`config.mk`:
```
export PLATFORM = sky130hd
export DESIGN_NAME = ise_cell
export DESIGN_NICKNAME = d
export VERILOG_FILES = /design/src/sv/ise_pkg.sv /design/src/sv/ise_cell.sv
export SDC_FILE = /design/constraint.sdc
export NUM_CORES = 1
export LEC_CHECK = 0
export BUFFER_PORTS_ARGS = -buffer_cell sky130_fd_sc_hd__buf_2
export CAP_MARGIN = 20
export CELL_PAD_IN_SITES_DETAIL_PLACEMENT = 1
export CELL_PAD_IN_SITES_GLOBAL_PLACEMENT = 2
export CORE_MARGIN = 2
export CORE_UTILIZATION = 25
export CTS_CLUSTER_SIZE = 16
export DETAILED_ROUTE_END_ITERATION = 8
export PLACE_DENSITY = 0.92
export SKIP_CTS_REPAIR_TIMING = 1
export SLEW_MARGIN = 20
export SYNTH_ARGS = -nofsm -noshare
export SYNTH_HDL_FRONTEND = slang
export SYNTH_SLANG_ARGS = --single-unit
```
`constraint.sdc`:
```
create_clock -name clk -period 3.6 [get_ports clk]
set_input_delay 0.18 -clock clk [delete_from_list [all_inputs] [get_ports clk]]
set_output_delay 0.18 -clock clk [all_outputs]
set_load 0.02 [all_outputs]
```
`src/sv/ise_pkg.sv`:
```
// shared constants and types for the insertion sort engine
// no dependencies
package ise_pkg;

  localparam int MAX_ITEMS = 64;
  localparam int KEY_W     = 32;
  localparam int CNT_W     = $clog2(MAX_ITEMS + 1);

  typedef enum logic {
    ST_IDLE,
    ST_DRAIN
  } state_t;

  typedef struct packed {
    logic insert;
    logic drain;
    logic descending;
  } cell_ctl_t;

endpackage

```
`src/sv/ise_cell.sv`:
```
// one compare-and-shift cell of the sorted chain
// depends on ise_pkg
module ise_cell import ise_pkg::*; (
  input  logic                    clk,
  input  cell_ctl_t               ctl,
  input  logic signed [KEY_W-1:0] new_key,
  input  logic                    occupied,
  input  logic                    is_slot,
  input  logic signed [KEY_W-1:0] prev_key,
  input  logic                    prev_moves,
  input  logic signed [KEY_W-1:0] next_key,
  output logic signed [KEY_W-1:0] key,
  output logic                    moves
);

  logic goes_after;
  logic take;

  // held key must sit behind the new one
  assign goes_after = ctl.descending ? (key < new_key) : (key > new_key);
  assign moves      = occupied && goes_after;
  assign take       = ctl.insert && (occupied ? goes_after : is_slot);

  always_ff @(posedge clk) begin
    if (ctl.drain) begin
      key <= next_key;
    end else if (take) begin
      key <= prev_moves ? prev_key : new_key;
    end
  end

endmodule

```
== After elaboration in Yosys (flattened, before gate mapping) ==
Cells that the tools add are included.

* $lt $le $gt $ge: 2
* Mux-type cells: 5
* Reductions and logical operators: 3

{| class="wikitable"
|+ Operators by type and width
! kind !! count
|-
| 32-bit two-way mux || 3
|-
| 32-bit > comparator || 1
|-
| 32-bit less-than comparator || 1
|-
| 1-bit logical AND || 2
|-
| 1-bit two-way mux || 2
|-
| 2-bit nonzero test || 1
|}

* Register bits: 32
* Bits of input ports: 103
* Output and inout port bits: 33
* Word-level logic and storage cells: 11

== Depth between registers and ports, before layout ==
* Depth in word-level cells: 6
* Depth in mapped cells: 8
* Mapped depth without buffers: 8

== Least setup slack after synthesis ==
No wires, ideal clock.

* Path kind: flip-flop to flip-flop
* Start point: reg key[11]
* End point: reg key[0] (enable)
* Library setup time: 416 ps
* Data arrival time: 3030 ps
* Data required time: 3184 ps
* Slack: 154 ps
* Stages on the path, launching flop included: 8
* Path buffers: 0
* Period minus slack after synthesis: 3446 ps
* Cells stage by stage: edfxtp_1 ha_1 nand4_1 nor4_2 o21ai_1 a31oi_4 nor4b_2 nor3b_2

* Word-level cells in the longest chain between the ends: 5
* Elaborated cells on any way between the ends: 6
* Those cells by class: 2 x order compare; 2 x mux; 2 x reduce/logical

{| class="wikitable"
|+ RTL lines
! what !! RTL line !! text
|-
| start: declaration || ise_cell.sv:12 || <nowiki>output logic signed [KEY_W-1:0] key,</nowiki>
|-
| start signal: assignment || ise_cell.sv:26 || <nowiki>key <= next_key;</nowiki>
|-
| start signal: assignment || ise_cell.sv:28 || <nowiki>key <= prev_moves ? prev_key : new_key;</nowiki>
|-
| 32-bit > comparator or 32-bit less-than comparator (tied branches) || ise_cell.sv:20 || <nowiki>assign goes_after = ctl.descending ? (key < new_key) : (key > new_key);</nowiki>
|-
| 1-bit two-way mux * || ise_cell.sv:20 ||
|-
| 1-bit two-way mux * || ise_cell.sv:22 || <nowiki>assign take = ctl.insert && (occupied ? goes_after : is_slot);</nowiki>
|-
| 1-bit logical AND * || ise_cell.sv:22 ||
|-
| 2-bit nonzero test (no source line) * || n/a ||
|}

Mark *: on every way between the ends. The rest lies on a longest branch, timed or not.
A chain may end at the register's enable or synchronous reset.

== Final worst setup path ==
* Start point: reg key[31]
* End point: reg key[13] (enable)

Same word-level chain as after synthesis.

==> run_results.csv <==
group,metric,value,unit
status,status,"completed",
timing,fin_crit,2866,ps
yosys,synthDistinctLibCells,29,
timing,tns,0,ps
power_and_ir_drop,peakVddDrop,0.1673,mV
grt,grt.total_usage,0.1419,
yosys,synth-edff-count,32,
critical_path,worst_path_largest_cell_delay,430,ps
cells_and_area,syn_to_final_growth,36.31,%
die,die_h,104.9,µm
power_and_ir_drop,power.leakage,1.791,nW
detailed_routing,vias_per_cell,4.488,
yosys,synth_top_area_share,0.3774,
critical_path,crit_fanout,29,
detailed_routing,ant_nets,0,
timing,rsz0062_at_grt,"false",
yosys,syn_inst,266,
cells_and_area,top_regs,"key x32",
timing,fin_crit_sh,0.7961,
timing,skew,7.799,ps
grt,grt_pass1_vias,2676,
yosys,async_reset_ff_frac,0,
cells_and_area,most-common-layout-cells,"buf_2, nand2_1, o21ai_0",
timing,relSlewSlack,0.3340,
yosys,synth_area_per_cell,9.572,µm²
die,initial_core_util,0.2593,
timing,fin_ws,734.2,ps
yosys,synthesis.area,2546,µm²
die,die_x,104.9,µm
grt,overflow,0,
grt,grt_max_degree,65,
die,core_area,9819,µm²
critical_path,endpoint_kind,"flop",
timing,worst_slew_pin_slew,999.0,ps
clock_tree,numCtsBuffers,5,
critical_path,setup.worst_path.class,"flop to flop",
placement,portBuffers,135,
die,io_pins,136,
yosys,synthTopCellsByArea,"edfxtp_1, ha_1, mux2i_1",
detailed_routing,avgRoutedWirePerCell,14.35,µm
critical_path,slowest_stage,"buf_4",
power_and_ir_drop,pwr_density_cell,378.7,nW/µm²
yosys,syn_nets,401,
critical_path,start_kind,"flop",
detailed_routing,drc,0,
clock_tree,clock-root-buffer,"clkbuf_8",
placement,pre_cts_slack,696.1,ps
placement,dp_hpwl,6.311,mm
yosys,synth_warnings,0,
critical_path,path_cells,"ha_1 -> nand4_1 -> nor4_4 -> nand2_2 -> a31oi_4 -> nor4b_2 -> nor3b_4 -> buf_4",
die,rows,36,
yosys,ys_ff_latch,32,
clock_tree,clock_tree.htree_level_count,2,
critical_path,critPathArrivalTime,2810,ps
yosys,ys_seq_area_frac,0.3774,
cells_and_area,n_antenna_cell,0,
cells_and_area,final_common_cell,"buf_2",
timing,hold_viol_final,0,
clock_tree,cts_sinks,32,
cells_and_area,regMostFlops,"key",
grt,grt_pass1_wl,12.52,mm
detailed_routing,wl,7.647,mm
clock_tree,cts_max_path_buffers,2,
timing,timing.fmax,0.3489,GHz
grt,antenna_found_initial,0,
timing,slew_viol_final,0,
detailed_routing,drt_iter0_drc,43,
clock_tree,cts_tree,"done",
critical_path,crit_required,3540,ps
die,dieArea,11010,µm²
timing,whs,169.0,ps
yosys,yosys_most_used_dff,"edfxtp_1",
clock_tree,clk_pin_slew,70,ps
detailed_routing,vias,2392,
cells_and_area,finalNonFillerCells,533,
detailed_routing,firstDrtPassIters,4,
cells_and_area,drive_gt1_frac,0.3850,
placement,routabilityCongestion,0.7449,
cells_and_area,fillers,1214,
yosys,synth_area_leader_cell,"edfxtp_1",
min_path,hold_path.class,"input port to flop",
cells_and_area,postLayoutCoreUtil,0.3535,
placement,placedCellCount,525,
run,maxCapViolCount,0,
cells_and_area,largest_register_ffs,32,
cells_and_area,layout.nets,534,
timing,setup_viol,0,
clock_tree,clk_latency,290,ps
routing by layer:
metal | share of wire | wire length (µm) | GRT usage
met1 | 0.41 | 3124 | 0.1563
met5 | 0 | 0 | 0
met4 | 0.016 | 119 | 0.03905
met3 | 0.065 | 500 | 0.03805
met2 | 0.51 | 3902 | 0.2658
power by group:
part | total, mW | switching, mW | internal [mW] | leakage, nW
registers | 0.514 | 0.0302 | 0.484 | 0.317
clock network | 0.342 | 0.141 | 0.202 | 0.0532
logic | 0.458 | 0.276 | 0.182 | 1.42
cell families (layout without fill, tap and decap cells):
kind of cell,count (synthesis),in the layout,synth area share
AOI/OAI and AO/OA,61,61,0.1425
DFF,32,32,0.3774
buffers and inverters,46,180,0.06929
xor gates and xnor gates,1,1,0.003440
adders and majority gates,32,32,0.1572
muxes,32,32,0.1258
and+or+nand+nor,62,62,0.1243
final timing paths:
kind,start,to,slack (ps),depth (start not counted)
hold reg to reg,key[31]$_DFFE_PP_,key[18]$_DFFE_PP_,1170,5
setup / recovery,key[31]$_DFFE_PP_,key[13]$_DFFE_PP_,730,8
setup reg to reg,key[31]$_DFFE_PP_,key[13]$_DFFE_PP_,730,8
hold / removal,next_key[21],key[21]$_DFFE_PP_,170,3
stage by stage:
step,total power [mW],area (µm²)
after floorplan,0.7994,2546
after global placement,0.9726,3364
after detailed placement,0.9922,3364
after CTS,1.341,3471
after global routing,1.409,3471
final,1.314,3471
cell usage after synthesis (2+ instances only):
| cell | instances |
|---|---|
| nand2_1 | 44 |
| o21ai_0 | 38 |
| inv_1 | 35 |
| edfxtp_1 | 32 |
| ha_1 | 32 |
| mux2i_1 | 32 |
| a21oi_1 | 12 |
| clkbuf_1 | 8 |
| a21o_1 | 3 |
| buf_2 | 3 |
| nand4_1 | 3 |
| a221oi_2 | 2 |
| nand2b_1 | 2 |
| nand3_1 | 2 |
| nor2_1 | 2 |
| nor3_1 | 2 |
| nor3b_2 | 2 |
area by class of cell:
type	instances	area (µm²)	area share
multi-input combinational	188	1415	0.4077
sequential	32	960.9	0.2769
timing repair buffer	137	690.7	0.1990
tap	133	166.4	0.04795
inverter	35	131.4	0.03785
clock buffer	5	68.82	0.01983
clock inverter	3	37.54	0.01081
critical path, delay by kind of cell (launching register included):
kind / cells / cell delay [ps]
and+or+nand+nor: 5 / 1050
adders and majority gates: 1 / 380
DFF: 1 / 420
AOI/OAI and AO/OA: 1 / 210
buffers and inverters: 1 / 430
Power figures use the tool's default switching activity.
